==> src/assert_macros.svh <==
// ----------------------------------------------------------------------------
// Assertion macros
// Shared concurrent assertion wrappers, clocked on clk; only ASSERT_CLK is disabled in rst.
// ----------------------------------------------------------------------------
`ifndef ASSERT_MACROS_SVH
`define ASSERT_MACROS_SVH

// check outside reset
`define ASSERT_CLK(label, prop, msg) \
  label: assert property (@(posedge clk) disable iff (rst) prop) else $error(msg);

// check at every edge, reset included
`define ASSERT_ALWAYS(label, prop, msg) \
  label: assert property (@(posedge clk) prop) else $error(msg);

`endif

==> src/mcmm_pkg.sv <==
// ----------------------------------------------------------------------------
// mcmm_pkg
// Types and constants for the multi-channel moving median.
// ----------------------------------------------------------------------------
package mcmm_pkg;

  localparam int SAMPLE_W      = 16;
  localparam int WIN_LEN_W     = 4;
  localparam logic [WIN_LEN_W-1:0] WIN_LEN_RESET = 4'd5;

  typedef logic signed [SAMPLE_W-1:0] sample_t;

  // handoff between neighboring sort cells
  typedef struct packed {
    logic    valid;
    logic    lt;
    sample_t val;
  } cell_link_t;

  typedef enum logic [2:0] {
    S_IDLE = 3'b001,
    S_SORT = 3'b010,
    S_PUSH = 3'b100
  } state_t;

endpackage

==> src/multi_channel_moving_median.sv <==
// ----------------------------------------------------------------------------
// multi_channel_moving_median
// Moving median per channel over the most recent window_len samples.
// ----------------------------------------------------------------------------
// Each word passes these steps from acceptance to result, where n is window_len
// held within 1..WINDOW_SLOTS-1: the sample is stored, the channel's window is
// fed one slot per cycle, n slots in all, into a row of insertion sort cells,
// and the output register is loaded. The next word is taken as
// soon as the result sits in the output register. A channel number of
// CHANNELS or more changes no channel's window and yields a median of 0.
`include "assert_macros.svh"

module multi_channel_moving_median
  import mcmm_pkg::*;
#(
  parameter int CHANNELS     = 2,
  parameter int WINDOW_SLOTS = 11
) (
  input  logic                 clk,
  input  logic                 rst,
  input  logic                 cfg_wr_en,
  input  logic [WIN_LEN_W-1:0] cfg_wr_data,
  input  logic                 in_valid,
  output logic                 in_ready,
  input  logic                 channel,
  input  sample_t              sample,
  output logic                 out_valid,
  input  logic                 out_ready,
  output sample_t              median
);

  localparam int SW    = $clog2(WINDOW_SLOTS);
  localparam int NCELL = WINDOW_SLOTS - 1;
  localparam int CW    = (CHANNELS > 1) ? $clog2(CHANNELS) : 1;

  logic [WIN_LEN_W-1:0] window_len;
  logic [SW-1:0]        ptr [CHANNELS];
  sample_t              store [CHANNELS][WINDOW_SLOTS];
  state_t               state;
  logic [CW-1:0]        ch_r;
  logic [SW-1:0]        n_r;
  logic [SW-1:0]        idx;
  logic                 bad_r;

  logic [SW-1:0] n_eff;
  logic [CW-1:0] ch_in;
  logic          ch_ok;
  logic [SW:0]   p_inc;
  logic [SW-1:0] p_next;
  logic          in_fire;
  logic          sort_on;
  sample_t       x;
  sample_t       sel;
  cell_link_t    link [NCELL+1];

  always_comb begin
    if (window_len == '0) begin
      n_eff = SW'(1);
    end else if (int'(window_len) > WINDOW_SLOTS - 1) begin
      n_eff = SW'(WINDOW_SLOTS - 1);
    end else begin
      n_eff = SW'(window_len);
    end
  end

  assign ch_in   = CW'(channel);
  assign ch_ok   = int'(channel) < CHANNELS;
  assign p_inc   = {1'b0, ptr[ch_in]} + (SW+1)'(1);
  assign p_next  = (p_inc >= {1'b0, n_eff}) ? '0 : p_inc[SW-1:0];
  assign in_ready = (state == S_IDLE);
  assign in_fire  = in_valid && in_ready;
  assign sort_on  = (state == S_SORT);
  assign x        = store[ch_r][idx];

  always_ff @(posedge clk) begin
    if (rst) begin
      window_len <= WIN_LEN_RESET;
    end else if (cfg_wr_en) begin
      window_len <= cfg_wr_data;
    end
  end

  always_ff @(posedge clk) begin
    if (rst) begin
      for (int c = 0; c < CHANNELS; c++) begin
        ptr[c] <= '0;
        for (int s = 0; s < WINDOW_SLOTS; s++) begin
          store[c][s] <= '0;
        end
      end
    end else if (in_fire && ch_ok) begin
      ptr[ch_in]           <= p_next;
      store[ch_in][p_next] <= sample;
    end
  end

  always_ff @(posedge clk) begin
    if (rst) begin
      state     <= S_IDLE;
      out_valid <= 1'b0;
    end else begin
      if (state == S_PUSH && (!out_valid || out_ready)) begin
        out_valid <= 1'b1;
      end else if (out_ready) begin
        out_valid <= 1'b0;
      end
      case (state)
        S_IDLE: begin
          if (in_fire) begin
            state <= ch_ok ? S_SORT : S_PUSH;
          end
        end
        S_SORT: begin
          if (idx == n_r - SW'(1)) begin
            state <= S_PUSH;
          end
        end
        S_PUSH: begin
          if (!out_valid || out_ready) begin
            state <= S_IDLE;
          end
        end
        default: begin
          state <= S_IDLE;
        end
      endcase
    end
  end

  always_ff @(posedge clk) begin
    if (in_fire) begin
      ch_r  <= ch_in;
      n_r   <= n_eff;
      bad_r <= !ch_ok;
      idx   <= '0;
    end else if (sort_on) begin
      idx <= idx + SW'(1);
    end
  end

  always_comb begin
    sel = '0;
    for (int k = 0; k < NCELL; k++) begin
      if (int'(n_r >> 1) == k) begin
        sel = link[k+1].val;
      end
    end
  end

  always_ff @(posedge clk) begin
    if (state == S_PUSH && (!out_valid || out_ready)) begin
      median <= bad_r ? sample_t'(0) : sel;
    end
  end

  assign link[0] = '{valid: 1'b1, lt: 1'b0, val: '0};

  for (genvar k = 0; k < NCELL; k++) begin : g_cell
    mcmm_cell u_cell (
      .clk      (clk),
      .rst      (rst),
      .clear    (in_fire),
      .insert   (sort_on),
      .x        (x),
      .link_in  (link[k]),
      .link_out (link[k+1])
    );
  end

  `ASSERT_CLK(a_ptr_in_window, in_fire && ch_ok |=> ptr[ch_r] < n_r, "pointer outside window")
  `ASSERT_CLK(a_sort_ends, sort_on && idx == n_r - SW'(1) |=> state == S_PUSH, "sort overran")
  `ASSERT_CLK(a_idx_bound, sort_on |-> idx < n_r, "window index past length")
  `ASSERT_ALWAYS(a_ready_idle, in_ready |-> state == S_IDLE, "ready while busy")

endmodule

==> src/mcmm_cell.sv <==
// ----------------------------------------------------------------------------
// mcmm_cell
// One slot of the insertion sort row: hold a value, take the broadcast word
// or the left neighbor's value when the word ranks at or before this slot.
// ----------------------------------------------------------------------------
`include "assert_macros.svh"

module mcmm_cell
  import mcmm_pkg::*;
(
  input  logic       clk,
  input  logic       rst,
  input  logic       clear,
  input  logic       insert,
  input  sample_t    x,
  input  cell_link_t link_in,
  output cell_link_t link_out
);

  logic    valid;
  sample_t val;
  logic    lt;

  assign lt = !valid || (x < val);

  always_ff @(posedge clk) begin
    if (rst || clear) begin
      valid <= 1'b0;
    end else if (insert && lt && link_in.valid) begin
      valid <= 1'b1;
    end
  end

  always_ff @(posedge clk) begin
    if (insert && lt && link_in.valid) begin
      val <= link_in.lt ? link_in.val : x;
    end
  end

  assign link_out.valid = valid;
  assign link_out.lt    = lt;
  assign link_out.val   = val;

  `ASSERT_ALWAYS(a_fill_contiguous, link_out.valid |-> link_in.valid, "cell filled out of order")
  `ASSERT_CLK(a_rank_monotone, link_in.lt |-> lt, "sort row out of order")

endmodule
==> config.mk <==
export PLATFORM = sky130hd
export DESIGN_NAME = multi_channel_moving_median
export DESIGN_NICKNAME = d
export VERILOG_FILES = /design/src/mcmm_pkg.sv /design/src/multi_channel_moving_median.sv /design/src/mcmm_cell.sv
export VERILOG_INCLUDE_DIRS = /design/src /design/src/src
export SDC_FILE = /design/constraint.sdc
export NUM_CORES = 1
export LEC_CHECK = 0
export BUFFER_PORTS_ARGS = -buffer_cell sky130_fd_sc_hd__buf_2
export CORE_MARGIN = 2
export CORE_UTILIZATION = 43
export DETAILED_ROUTE_END_ITERATION = 7
export PLACE_DENSITY = 0.6
export SYNTH_ARGS = -nofsm -noshare
export SYNTH_HDL_FRONTEND = slang
export SYNTH_SLANG_ARGS = --single-unit
==> constraint.sdc <==
create_clock -name clk -period 5.02 [get_ports clk]
set_input_delay 0.251 -clock clk [delete_from_list [all_inputs] [get_ports clk]]
set_output_delay 0.251 -clock clk [all_outputs]
set_load 0.05 [all_outputs]
==> qor.json, run 1 <==
{
  "logic_synthesis": {
    "async_reset_ff_share_pct": 0,
    "synth_flop_cell": "edfxtp_1",
    "synth_most_common_cell": "edfxtp_1",
    "ys_types": 75,
    "yosysSeqAreaShare_pct": 58.3,
    "synth_seq_cells": 530,
    "post_synth_most_frequent_cells": "edfxtp_1 (509), and2_1 (212), inv_1 (151)",
    "synth_top_area_cells": "edfxtp_1 (57%), mux4_2 (6.5%), ha_1 (5.9%)",
    "synthesis.area_per_instance_um2": 13.9,
    "net_count_after_synthesis": 2097,
    "mappedNetlistArea_mm2": 0.0269,
    "post_synth_inst_count": 1944,
    "synth-edff-count": 509,
    "synthDominantCellAreaShare_pct": 56.7,
    "synth_top_area_cell": "edfxtp_1",
    "ys_warn_count": 0
  },
  "placed_design": {
    "port_buffers": 43,
    "hpwlAfterDp_mm": 50.2,
    "pre_cts_slack_ps": 192,
    "dp_cell_count": 2823,
    "gp_congestion": 0.875
  },
  "power_and_ir_drop": {
    "total_leakage_power_nw": 11.9,
    "power.total_w": 0.0108,
    "power.ir.vdd_worst_mv": 0.333,
    "power_frac_seq_pct": 47.1,
    "clock_share_of_power_pct": 39.6,
    "internal_power_w": 0.00804,
    "p_sw_w": 0.00273,
    "p_sw_share_pct": 25.3,
    "combPwrFrac_pct": 13.3,
    "cellPowerDensity_mw_per_mm2": 349
  },
  "timing": {
    "final_cycle_utilization_of_the_critical_path_pct": 94.8,
    "tightest_slew_ps": 1140,
    "finalHoldViolCount": 0,
    "finalCriticalPeriod_ps": 4760,
    "maximum_operating_frequency_mhz": 210,
    "grt_setup_unrepaired": "no",
    "setup_total_negative_slack_ps": 0,
    "setup_violations": 0,
    "slew_headroom_pct": 23.4,
    "timing.clock.skew_ps": 40.6,
    "finalWorstSetupSlack_ps": 261,
    "finalMaxSlewViolations": 0
  },
  "clock_tree": {
    "tritoncts": "done",
    "cts-htree-levels": 2,
    "root_buffer": "clkbuf_16",
    "tritoncts_num_sinks": 530,
    "cts.reportedPaths.clkPinSlew_ps": 70,
    "clock_path_buffers": 3,
    "clock_latency_at_the_later_pin_of_the_worst_skew_pair_ps": 650,
    "cts_buffers": 57
  },
  "detailed_routing": {
    "drt_drc_violations_left": 0,
    "avgRoutedWirePerCell_um": 25.0,
    "drt-vias-per-instance": 5.65,
    "num_vias": 16600,
    "length_of_the_first_detailed_routing_pass_in_iterations": 5,
    "antenna_violating_nets_post_route": 0,
    "routed_wire_length_mm": 73.6,
    "initialDrtViolationCount": 1417
  },
  "job": {
    "max_cap_violations": 0
  },
  "cells_and_area": {
    "fraction_of_layout_cells_with_a_size_suffix_above_1_pct": 22.2,
    "final_cell_count_no_fill": 2939,
    "postLayoutCoreUtil_pct": 49.8,
    "num_antenna_cells": 0,
    "area_growth_syn_to_layout_pct": 14.4,
    "final_nets": 2208
  },
  "critical_path": {
    "critical_path_arrival_ps": 5130,
    "worst-path-buf-inv": 3,
    "r2r-end": "g_cell[4].u_cell.val[4]",
    "timing.critical_path.max_delay_family": "multiplexers",
    "cp_data_required_time_ps": 5390,
    "crit_path_start_kind": "flop",
    "slowest_stage": "mux4_2",
    "timing.critical_path.to_type": "flop",
    "ff2ff_setup_slack_ps": 260,
    "ff2ff_path_depth": 14,
    "cp_common_cell": "buf_12",
    "timing.critical_path.cells": "buf_12 -> buf_12 -> mux4_2 -> mux2i_1 -> o221ai_4 -> ha_1 -> a21oi_1 -> nor2b_1 -> or3b_2 -> nand4b_1 -> a221o_1 -> a32oi_4 -> buf_4 -> mux2_2",
    "crit_type": "flop to flop",
    "path_max_fanout": 16,
    "cp_slowest_stage_delay_ps": 500
  },
  "run_status": {
    "status": "finished clean"
  },
  "global_route": {
    "number_of_antenna_violations_at_the_first_check_in_global_routing": 0,
    "first_pass_grt_wire_length_mm": 111,
    "number_of_global_route_vias_before_repair": 17400,
    "grt_start_max_net_pins": 44,
    "global_route_usage_over_all_layers_pct": 23.1,
    "globalRoute.totalOverflow": 0
  },
  "min_path": {
    "worstHoldPathType": "input pin to flop",
    "min-delay-start": "channel",
    "min_to": "ch_r",
    "min_delay_path_depth": 1
  },
  "floorplanning": {
    "die_width_um": 254,
    "placement_rows": 91,
    "design.die.area_mm2": 0.0647,
    "floorplan.io_pins": 44,
    "floorplan.initialDensity_pct": 43.6,
    "chipHeight_um": 254,
    "core_area_mm2": 0.0618
  }
}
[layout by cell type (no fill, tap or decap), types with 10 or more instances in the layout]
master,netlist,final
o221ai_2,1,10
nand4_1,17,17
o221ai_1,30,19
o211ai_1,19,19
nand2_1,92,92
edfxtp_1,509,509
a22oi_1,13,13
clkinv_2,0,12
nor2_1,71,70
o21ai_0,50,42
mux2_1,12,12
mux2_4,28,28
nand3_1,15,15
clkinv_1,0,14
a21o_1,24,24
nand2b_1,10,10
ha_1,127,127
mux2i_1,78,77
o22ai_1,18,18
buf_4,4,93
and2_1,212,212
a21oi_1,53,53
dfxtp_1,21,18
buf_2,12,43
inv_1,151,151
clkbuf_1,70,11
mux2_2,74,74
mux4_2,78,78
nor2b_1,14,13
clkbuf_16,0,58
[worst max path at each step]
stage | from | to | slack [ps] | depth (start not counted)
after global routing | flop | g_cell[6].u_cell.val[1] | 0.5 | 17
final | flop | g_cell[4].u_cell.val[4] | 260 | 14
after floorplan | flop | g_cell[1].u_cell.val[0] | 2 | 16
after CTS | flop | g_cell[6].u_cell.val[6] | 90 | 14
after global placement | flop | g_cell[6].u_cell.val[5] | 250 | 14
after detailed placement | flop | g_cell[6].u_cell.val[5] | 190 | 14
[state kept, by name, summed over array words and instances (netlist names), named ones only]
name	flops
g_cell.u_cell.valid	8
window_len	4
state	3
out_valid	1
ch_r	1
g_cell.u_cell.val	128
ptr	8
median	16
store	352
idx	4
n_r	4
[layout make-up]
class | count | area [µm²]
fillers | 5327 | 31000
flip-flops and latches | 530 | 15700
multi-input cells | 1159 | 10400
clock buffers | 69 | 1490
repair buffers | 155 | 1210
well taps | 837 | 1050
inverters | 152 | 571
clock inverters | 37 | 398
[power groups by stage]
| stage | Clock [W] | Sequential (W) | Combinational (W) |
|---|---|---|---|
| after floorplan | 0 | 0.00513 | 0.000878 |
| after global placement | 0 | 0.00516 | 0.00138 |
| after detailed placement | 0 | 0.00517 | 0.00140 |
| after CTS | 0.00432 | 0.00507 | 0.00141 |
| after global routing | 0.00448 | 0.00508 | 0.00155 |
| final | 0.00426 | 0.00507 | 0.00143 |
[metal layers]
| layer | GRT usage [%] | wire length [µm] | part of all wire [%] | vias to the layer above |
|---|---|---|---|---|
| li1 | - | - | - | 7542 |
| met1 | 29.5 | 30900 | 42 | 8493 |
| met2 | 40.9 | 37500 | 51 | 464 |
| met3 | 2.94 | 3460 | 4.7 | 118 |
| met4 | 7.18 | 1820 | 2.5 | 0 |
| met5 | 0 | 0 | 0 | - |
[worst register-to-register path, stage by stage (launching register included)]
cell and delay (ps):
dfxtp_4 450, buf_12 200, buf_12 180, mux4_2 510, mux2i_1 320, o221ai_4 280
ha_1 400, a21oi_1 140, nor2b_1 80, or3b_2 430, nand4b_1 190, a221o_1 420
a32oi_4 190, buf_4 330, mux2_2 380
[stage by stage]
stage / area, µm² / hold WS (ps)
floorplan: 26900 / 350
global placement: 28800 / 469
detailed placement: 28800 / 483
CTS: 30700 / 32.1
global route: 30800 / 65.9
finish: 30800 / 64.4
[cells by family (layout without fill, tap and decap cells)]
| family | Yosys count | count (layout) | share of synthesized area, % |
|---|---|---|---|
| buffers and inverters | 255 | 413 | 3.86 |
| xor gates and xnor gates | 11 | 11 | 0.358 |
| AOI/OAI and AO/OA | 266 | 266 | 7.12 |
| and+or+nand+nor | 484 | 484 | 9.84 |
| muxes | 270 | 270 | 14.6 |
| adders and majority gates | 128 | 128 | 5.94 |
| DFF | 530 | 530 | 58.3 |
[what timing repair did]
action	4_1_cts	5_1_grt
buffers inserted	0	1
hold buffers	9	0
endpoints found under the hold margin	5	0
gates resized for setup	0	4
setup endpoints to repair	0	79
Power figures use the tool's default switching activity.
==> run 2: changes to the inputs <==
ABC_AREA = 1   (was unset)
==> run 2 against run 1 <==
Net effect: clock skew down 9.9 ps; fmax up 3.1%; flip-flop and latch count unchanged; via count up 24%; register-to-register slack better by 140 ps; sequential power up 8.1%; sequential share of layout area up 0.55 points; utilization down 1.2 points; critical path depth up 8; global-route usage up 0.40 points.
==> qor.json, run 2 <==
{
  "placed_design": {
    "port_buffers": {"value": 43, "change": "unchanged"},
    "gp_congestion": {"value": 0.934, "change": "+6.8%"},
    "pre_cts_slack": {"value": 339, "unit": "ps", "change": "+147 ps"},
    "detailed_place.area": {"value": 0.0284, "unit": "mm²", "change": "-1.1%"},
    "hpwlAfterDp": {"value": 52.7, "unit": "mm", "change": "+5.0%"}
  },
  "critical_path": {
    "crit_type": "flop to flop",
    "path_max_fanout": {"value": 18, "change": "+2"},
    "critical_path_arrival": {"value": 4920, "unit": "ps", "change": "-210 ps"},
    "timing.critical_path.to_type": "flop",
    "crit_path_start_kind": "flop",
    "cp_data_required_time": {"value": 5330, "unit": "ps", "change": "-60 ps"}
  },
  "min_path": {
    "worstHoldPathType": "input pin to flop"
  },
  "global_route": {
    "number_of_global_route_vias_before_repair": {"value": 20500, "change": "+18%"},
    "use_met2": {"value": 40.8, "unit": "%", "change": "-0.17 points"},
    "globalRoute.totalOverflow": {"value": 0, "change": "unchanged"},
    "grt-busiest-layer": "met2",
    "number_of_antenna_violations_at_the_first_check_in_global_routing": {"value": 0, "change": "unchanged"},
    "global_route_usage_over_all_layers": {"value": 23.5, "unit": "%", "change": "+0.40 points"},
    "first_pass_grt_wire_length": {"value": 118, "unit": "mm", "change": "+6.4%"},
    "gr-usage-met1": {"value": 30.7, "unit": "%", "change": "+1.2 points"},
    "grt_start_max_net_pins": {"value": 93, "change": "+110%"},
    "groute.layer.met3.usage": {"value": 2.68, "unit": "%", "change": "-0.25 points"}
  },
  "job": {
    "max_cap_violations": {"value": 0, "change": "unchanged"}
  },
  "cells_and_area": {
    "num_antenna_cells": {"value": 0, "change": "unchanged"},
    "largestRegisters": "store (352), g_cell.u_cell.val (128), median (16)",
    "postLayoutCoreUtil": {"value": 48.7, "unit": "%", "change": "-1.2 points"},
    "registers.top_by_ff_count": "store",
    "largest_register_ff_count": {"value": 352, "change": "unchanged"},
    "finished_layout_cell_area": {"value": 0.0305, "unit": "mm²", "change": "-1.1%"},
    "mostFrequentLayoutCell": "edfxtp_1",
    "nFillCells": {"value": 5785, "change": "+8.6%"},
    "final_nets": {"value": 2934, "change": "+33%"},
    "fraction_of_layout_cells_with_a_size_suffix_above_1": {"value": 10.6, "unit": "%", "change": "-12 points"},
    "most-common-layout-cells": "edfxtp_1 (509), nand2_1 (492), nor2_1 (426), inv_1 (238), o21ai_0 (200)",
    "area_growth_syn_to_layout_pct": 12.5
  },
  "clock_tree": {
    "cts.reportedPaths.clkPinSlew": {"value": 60, "unit": "ps", "change": "about the same"},
    "cts.repair_timing.setup_buffer_count": {"value": 0, "change": "unchanged"},
    "tritoncts_num_sinks": {"value": 530, "change": "unchanged"},
    "cts_buffers": {"value": 56, "change": "-1.8%"},
    "clock_path_buffers": {"value": 3, "change": "unchanged"},
    "tritoncts": "done",
    "cts-htree-levels": {"value": 2, "change": "unchanged"},
    "clock_latency_at_the_later_pin_of_the_worst_skew_pair": {"value": 630, "unit": "ps", "change": "-20 ps"},
    "root_buffer": "clkbuf_16"
  },
  "logic_synthesis": {
    "synth-edff-count": {"value": 509, "change": "unchanged"},
    "synth_most_common_cell": "edfxtp_1",
    "synth_top_area_cell": "edfxtp_1",
    "synthDominantCellAreaShare": {"value": 56.4, "unit": "%", "change": "-0.31 points"},
    "synth_seq_cells": {"value": 530, "change": "unchanged"},
    "ys_warn_count": {"value": 0, "change": "unchanged"},
    "synth_top_area_cells": "edfxtp_1 (56%), nand2_1 (6.8%), nor2_1 (5.9%)",
    "synthesis.area_per_instance": {"value": 9.97, "unit": "µm²", "change": "-28%"},
    "ys_types": {"value": 54, "change": "-28%"},
    "synth_flop_cell": "edfxtp_1",
    "mappedNetlistArea": {"value": 0.0271, "unit": "mm²", "change": "+0.56%"},
    "post_synth_inst_count": {"value": 2717, "change": "+40%"},
    "net_count_after_synthesis": {"value": 2870, "change": "+37%"},
    "post_synth_most_frequent_cells": "edfxtp_1 (509), nand2_1 (492), nor2_1 (426)",
    "async_reset_ff_share": {"value": 0, "unit": "%", "change": "unchanged"},
    "yosysSeqAreaShare": {"value": 58.0, "unit": "%", "change": "-0.32 points"}
  },
  "timing": {
    "maximum_operating_frequency": {"value": 217, "unit": "MHz", "change": "+3.1%"},
    "slew_headroom": {"value": 15.6, "unit": "%", "change": "-7.8 points"},
    "setup_total_negative_slack": {"value": 0, "unit": "ps", "change": "unchanged"},
    "finalWorstSetupSlack": {"value": 406, "unit": "ps", "change": "+145 ps"},
    "grt_setup_unrepaired": "no",
    "tightest_slew": {"value": 1260, "unit": "ps", "change": "+114 ps"},
    "final_cycle_utilization_of_the_critical_path": {"value": 91.9, "unit": "%", "change": "-2.9 points"},
    "timing.clock.skew": {"value": 30.7, "unit": "ps", "change": "-9.93 ps"},
    "finalHoldViolCount": {"value": 0, "change": "unchanged"},
    "finalMaxSlewViolations": {"value": 0, "change": "unchanged"},
    "setup_violations": {"value": 0, "change": "unchanged"},
    "worst_hold_slack": {"value": 56.1, "unit": "ps", "change": "-8.30 ps"},
    "finalCriticalPeriod": {"value": 4610, "unit": "ps", "change": "-145 ps"}
  },
  "power_and_ir_drop": {
    "power.ir.vdd_worst": {"value": 0.292, "unit": "mV", "change": "-12%"},
    "total_leakage_power": {"value": 12.5, "unit": "nW", "change": "+4.7%"},
    "cellPowerDensity": {"value": 410, "unit": "mW/mm²", "change": "+17%"}
  },
  "floorplanning": {
    "die_width": {"value": 255, "unit": "µm", "change": "+0.27%"},
    "chipHeight": {"value": 255, "unit": "µm", "change": "+0.27%"},
    "core_area": {"value": 0.0626, "unit": "mm²", "change": "+1.3%"},
    "placement_rows": {"value": 92, "change": "+1.1%"},
    "design.die.area": {"value": 0.0650, "unit": "mm²", "change": "+0.55%"},
    "floorplan.io_pins": {"value": 44, "change": "unchanged"},
    "floorplan.initialDensity": {"value": 43.3, "unit": "%", "change": "-0.31 points"}
  },
  "detailed_routing": {
    "routed_wire_length": {"value": 75.3, "unit": "mm", "change": "+2.3%"},
    "num_vias": {"value": 20600, "change": "+24%"},
    "initialDrtViolationCount": {"value": 1733, "change": "+22%"},
    "length_of_the_first_detailed_routing_pass_in_iterations": {"value": 7, "change": "+2"},
    "avgRoutedWirePerCell": {"value": 20.5, "unit": "µm", "change": "-18%"},
    "antenna_violating_nets_post_route": {"value": 0, "change": "unchanged"},
    "drt_drc_violations_left": {"value": 0, "change": "unchanged"},
    "drt-vias-per-instance": {"value": 5.60, "change": "-0.91%"}
  },
  "run_status": {
    "status": "finished clean"
  }
}
-- run 2: cell types whose count changed in the layout (fill, tap and decap cells not counted), sizes merged, moves of 18 or more --
cell | previous run | this run
mux2i | 78 | 1
a21o | 24 | 2
mux4 | 78 | 0
nand2 | 92 | 498
and2 | 212 | 1
o21ai | 52 | 202
dlygate4sd3 | 9 | 27
mux2 | 114 | 0
inv | 152 | 243
nor2 | 71 | 455
nand3 | 15 | 68
o22ai | 18 | 50
nand4 | 17 | 140
-- run 2: per-stage QoR --
stage / total power, W / std cells
2_1_floorplan: 0.00741 / 2717
3_3_place_gp: 0.00842 / 3542
3_5_place_dp: 0.00850 / 3542
4_1_cts: 0.0125 / 3671
5_1_grt: 0.0131 / 3671
6_report: 0.0125 / 3671
-- run 2: per-layer routing --
| metal | vias up | part of all wire [%] | routed length [µm] |
|---|---|---|---|
| met4 | 0 | 3.0 | 2230 |
| met2 | 708 | 50 | 37300 |
| met3 | 153 | 5.4 | 4070 |
| li1 | 9694 | - | - |
| met5 | - | 0 | 0 |
| met1 | 10000 | 42 | 31700 |
-- run 2: power by group --
group / total (W) / leakage, nW / internal (W) / switching, W
Sequential: 0.00548 / 5.21 / 0.00535 / 0.000130
Clock: 0.00401 / 0.846 / 0.00225 / 0.00176
Combinational: 0.00299 / 6.43 / 0.000892 / 0.00210
-- run 2: repair_timing --
| action | in CTS | in global routing |
|---|---|---|
| resized for setup | 0 | 0 |
| hold endpoints to repair | 22 | 0 |
| hold buffers | 27 | 0 |
-- run 2: logic make-up (layout without fill, tap and decap cells) --
family | after synthesis | in the layout | synth area share [%]
and+or+nand+nor | 1190 | 1190 | 19.4
DFF | 530 | 530 | 58.0
AOI/OAI and AO/OA | 451 | 451 | 10.2
buffers and inverters | 413 | 521 | 6.20
adders and majority gates | 128 | 128 | 5.90
xor gates and xnor gates | 4 | 4 | 0.199
muxes | 1 | 1 | 0.0832
-- run 2: path summary, 6_finish.rpt --
| kind | start | endpoint | slack, ps | depth (start not counted) |
|---|---|---|---|---|
| worst min-delay path | sample[14] | store[1][174] | 60 | 3 |
| worst max-delay path | ptr[1][0] | store[0][130] | 410 | 22 |
| worst max register to register | ptr[1][0] | store[0][130] | 410 | 22 |
| worst min register to register | g_cell[7].u_cell.valid | g_cell[7].u_cell.valid | 470 | 2 |
-- run 2: final cells by class --
| type | count | area (µm²) | area share, % |
|---|---|---|---|
| multi-input cells | 1774 | 9710 | 31.9 |
| inverters | 246 | 931 | 3.06 |
| repair buffers | 173 | 1310 | 4.30 |
| flip-flops and latches | 530 | 15700 | 51.6 |
| well taps | 846 | 1060 | 3.47 |
| clock inverters | 28 | 250 | 0.821 |
| clock buffers | 74 | 1500 | 4.92 |
-- run 2: critical path: stages (launching register included) --
cell and delay (ps):
edfxtp_1 350, or2_1 230, o21a_1 160, ha_1 220
or2_2 300, nand2_1 100, inv_1 50, ha_1 260
o21ai_0 100, nand2_1 90, nand2_1 60, nand2_1 90
nor2_4 170, nand2_2 150, nor3_1 340, o21ai_0 180
nand2_1 100, nor2_2 60, nand2_4 260, buf_4 320
nand3_4 270, nand2_1 140, buf_4 280
==> run 3: changes to the inputs <==
ABC_AREA = unset   (was 1)
CORE_UTILIZATION = 30   (was 43)
PLACE_DENSITY = 0.46   (was 0.6)
==> run 3 against run 2 <==
Net effect: final cell count is 9.8% lower; sequential share of layout area down 2.3 points; sequential power is 7.5% lower; global-route usage is 4.9 points lower; critical endpoint is now g_cell[3].u_cell.val[0]; combinational power is 50% lower; flip-flop and latch count unchanged; critical path type unchanged; cell area up 4.6%; via count shrank 18%.
==> qor.json, run 3 (synthesis gave the netlist of run 1 again) <==
{
  "clock_tree": {
    "cts-htree-levels": {"value": 3, "change": "+1"},
    "tritoncts": "done",
    "clock_latency_at_the_later_pin_of_the_worst_skew_pair": {"value": 620, "unit": "ps", "change": "about the same"},
    "cts.reportedPaths.clkPinSlew": {"value": 60, "unit": "ps", "change": "about the same"},
    "root_buffer": "clkbuf_16",
    "cts_buffers": {"value": 66, "change": "+18%"},
    "clock_path_buffers": {"value": 3, "change": "unchanged"},
    "tritoncts_num_sinks": {"value": 530, "change": "unchanged"}
  },
  "min_path": {
    "min-delay-start": "rst",
    "worstHoldPathType": "input pin to flop"
  },
  "placed_design": {
    "gp_congestion": {"value": 0.834, "change": "-11%"},
    "port_buffers": {"value": 43, "change": "unchanged"},
    "hpwlAfterDp": {"value": 57.7, "unit": "mm", "change": "+9.3%"}
  },
  "global_route": {
    "globalRoute.totalOverflow": {"value": 0, "change": "unchanged"},
    "grt_start_max_net_pins": {"value": 41, "change": "-56%"},
    "number_of_antenna_violations_at_the_first_check_in_global_routing": {"value": 3, "change": "+3"},
    "global_route_usage_over_all_layers": {"value": 18.6, "unit": "%", "change": "-4.9 points"},
    "first_pass_grt_wire_length": {"value": 125, "unit": "mm", "change": "+6.4%"},
    "number_of_global_route_vias_before_repair": {"value": 17700, "change": "-14%"}
  },
  "detailed_routing": {
    "avgRoutedWirePerCell": {"value": 25.9, "unit": "µm", "change": "+26%"},
    "antenna_violating_nets_post_route": {"value": 0, "change": "unchanged"},
    "length_of_the_first_detailed_routing_pass_in_iterations": {"value": 5, "change": "-2"},
    "drt_drc_violations_left": {"value": 0, "change": "unchanged"},
    "drt-vias-per-instance": {"value": 5.10, "change": "-8.9%"},
    "initialDrtViolationCount": {"value": 1367, "change": "-21%"},
    "num_vias": {"value": 16900, "change": "-18%"},
    "routed_wire_length": {"value": 85.7, "unit": "mm", "change": "+14%"}
  },
  "timing": {
    "finalHoldViolCount": {"value": 0, "change": "unchanged"},
    "maximum_operating_frequency": {"value": 211, "unit": "MHz", "change": "-2.7%"},
    "setup_violations": {"value": 0, "change": "unchanged"},
    "slew_headroom": {"value": 12.0, "unit": "%", "change": "-3.7 points"},
    "final_cycle_utilization_of_the_critical_path": {"value": 94.4, "unit": "%", "change": "+2.5 points"},
    "finalCriticalPeriod": {"value": 4740, "unit": "ps", "change": "+127 ps"},
    "timing.clock.skew": {"value": 27.8, "unit": "ps", "change": "-2.90 ps"},
    "finalMaxSlewViolations": {"value": 0, "change": "unchanged"},
    "setup_total_negative_slack": {"value": 0, "unit": "ps", "change": "unchanged"},
    "tightest_slew": {"value": 1320, "unit": "ps", "change": "+59.3 ps"}
  },
  "power_and_ir_drop": {
    "power.ir.vdd_worst": {"value": 0.276, "unit": "mV", "change": "-5.3%"},
    "total_leakage_power": {"value": 12.3, "unit": "nW", "change": "-1.8%"},
    "cellPowerDensity": {"value": 364, "unit": "mW/mm²", "change": "-11%"},
    "power.total": {"value": 0.0116, "unit": "W", "change": "-7.0%"}
  },
  "floorplanning": {
    "placement_rows": {"value": 109, "change": "+18%"},
    "core_area": {"value": 0.0886, "unit": "mm²", "change": "+42%"},
    "design.die.area": {"value": 0.0922, "unit": "mm²", "change": "+42%"},
    "floorplan.initialDensity": {"value": 30.4, "unit": "%", "change": "-13 points"},
    "floorplan.io_pins": {"value": 44, "change": "unchanged"},
    "die_width": {"value": 304, "unit": "µm", "change": "+19%"},
    "chipHeight": {"value": 304, "unit": "µm", "change": "+19%"}
  },
  "critical_path": {
    "crit_path_start_kind": "flop",
    "crit_type": "flop to flop",
    "critical_path_arrival": {"value": 5100, "unit": "ps", "change": "+180 ps"},
    "timing.critical_path.to_type": "flop",
    "cp_data_required_time": {"value": 5370, "unit": "ps", "change": "+40 ps"},
    "path_max_fanout": {"value": 9, "change": "-9"}
  },
  "run_status": {
    "status": "finished clean"
  },
  "cells_and_area": {
    "mostFrequentLayoutCell": "edfxtp_1",
    "largest_register_ff_count": {"value": 352, "change": "unchanged"},
    "registers.top_by_ff_count": "store",
    "fraction_of_layout_cells_with_a_size_suffix_above_1": {"value": 24.0, "unit": "%", "change": "+13 points"},
    "area_growth_syn_to_layout_pct": 18.4,
    "final_nets": {"value": 2247, "change": "-23%"},
    "most-common-layout-cells": "edfxtp_1 (509), and2_1 (212), inv_1 (151), ha_1 (127), buf_4 (122)",
    "largestRegisters": "store (352), g_cell.u_cell.val (128), median (16)"
  },
  "job": {
    "max_cap_violations": {"value": 0, "change": "unchanged"}
  }
}
==> run 3: cell types whose count changed in the layout (fill, tap and decap cells not counted), sizes merged, moves of 22 or more <==
cell,delta
nand2,-406
nor2,-384
and2,+211
o21ai,-150
nand4,-123
mux2,+114
inv,-89
mux4,+78
mux2i,+77
nand3,-53
o22ai,-32
buf,+30
a21o,+22
==> run 3: final timing paths <==
check,end,slack (ps),cells after the start
hold reg to reg,g_cell[7].u_cell.valid,510,2
hold / removal,window_len[1],70,2
setup / recovery,g_cell[3].u_cell.val[0],280,12
setup reg to reg,g_cell[3].u_cell.val[0],280,12
==> run 3: cell type report <==
cell class                 instances  area [µm²]
fill                            8572       56800
sequential                       530       15700
multi-input combinational       1159       10400
clock buffer                      91        1850
tap                             1165        1460
timing repair buffer             185        1440
inverter                         152         571
clock inverter                    27         454
antenna                            2        5.00
==> run 3: routing by layer <==
metal | vias up | share of wire [%] | track usage (%)
met3 | 138 | 4.1 | 2.52
met1 | 8681 | 42 | 23.6
li1 | 7631 | - | -
met4 | 2 | 2.9 | 5.84
met2 | 446 | 51 | 32.8
met5 | - | 0.018 | 0
==> run 3: critical path: stages, from the launching register on <==
cell      delay, ps
dfxtp_4         460
buf_4           210
mux4_2          500
mux2i_1         300
o221ai_2        440
ha_1            460
nor2b_1         140
or3b_2          430
nand4b_1        180
a221o_1         490
a32oi_4         230
buf_4           240
mux2_2          360
==> run 3: stage by stage <==
step	instance area, µm²	worst slack (ps)	std cells	hold WS (ps)	util, %
after CTS	31800	34.6	3301	47.5	35.9
after global routing	31900	-4.26	3309	68.6	36.0
after detailed placement	29400	92.4	3174	482	33.2
final	31900	279	3311	72.3	36.0
after global placement	29400	121	3174	480	33.2
after floorplan	26900	2.38	1944	350	-
==> run 3: report_power, final <==
part / switching, W / leakage, nW / internal (W) / total (W)
combinational: 0.000925 / 5.92 / 0.000567 / 0.00149
sequential: 0.0000620 / 5.23 / 0.00501 / 0.00507
clock: 0.00198 / 1.11 / 0.00307 / 0.00505
==> run 3: repair_timing <==
item	in CTS	in global routing
resized for setup	0	3
hold buffers	9	0
hold endpoints to repair	5	0
setup endpoints to repair	0	162
buffers inserted	0	7
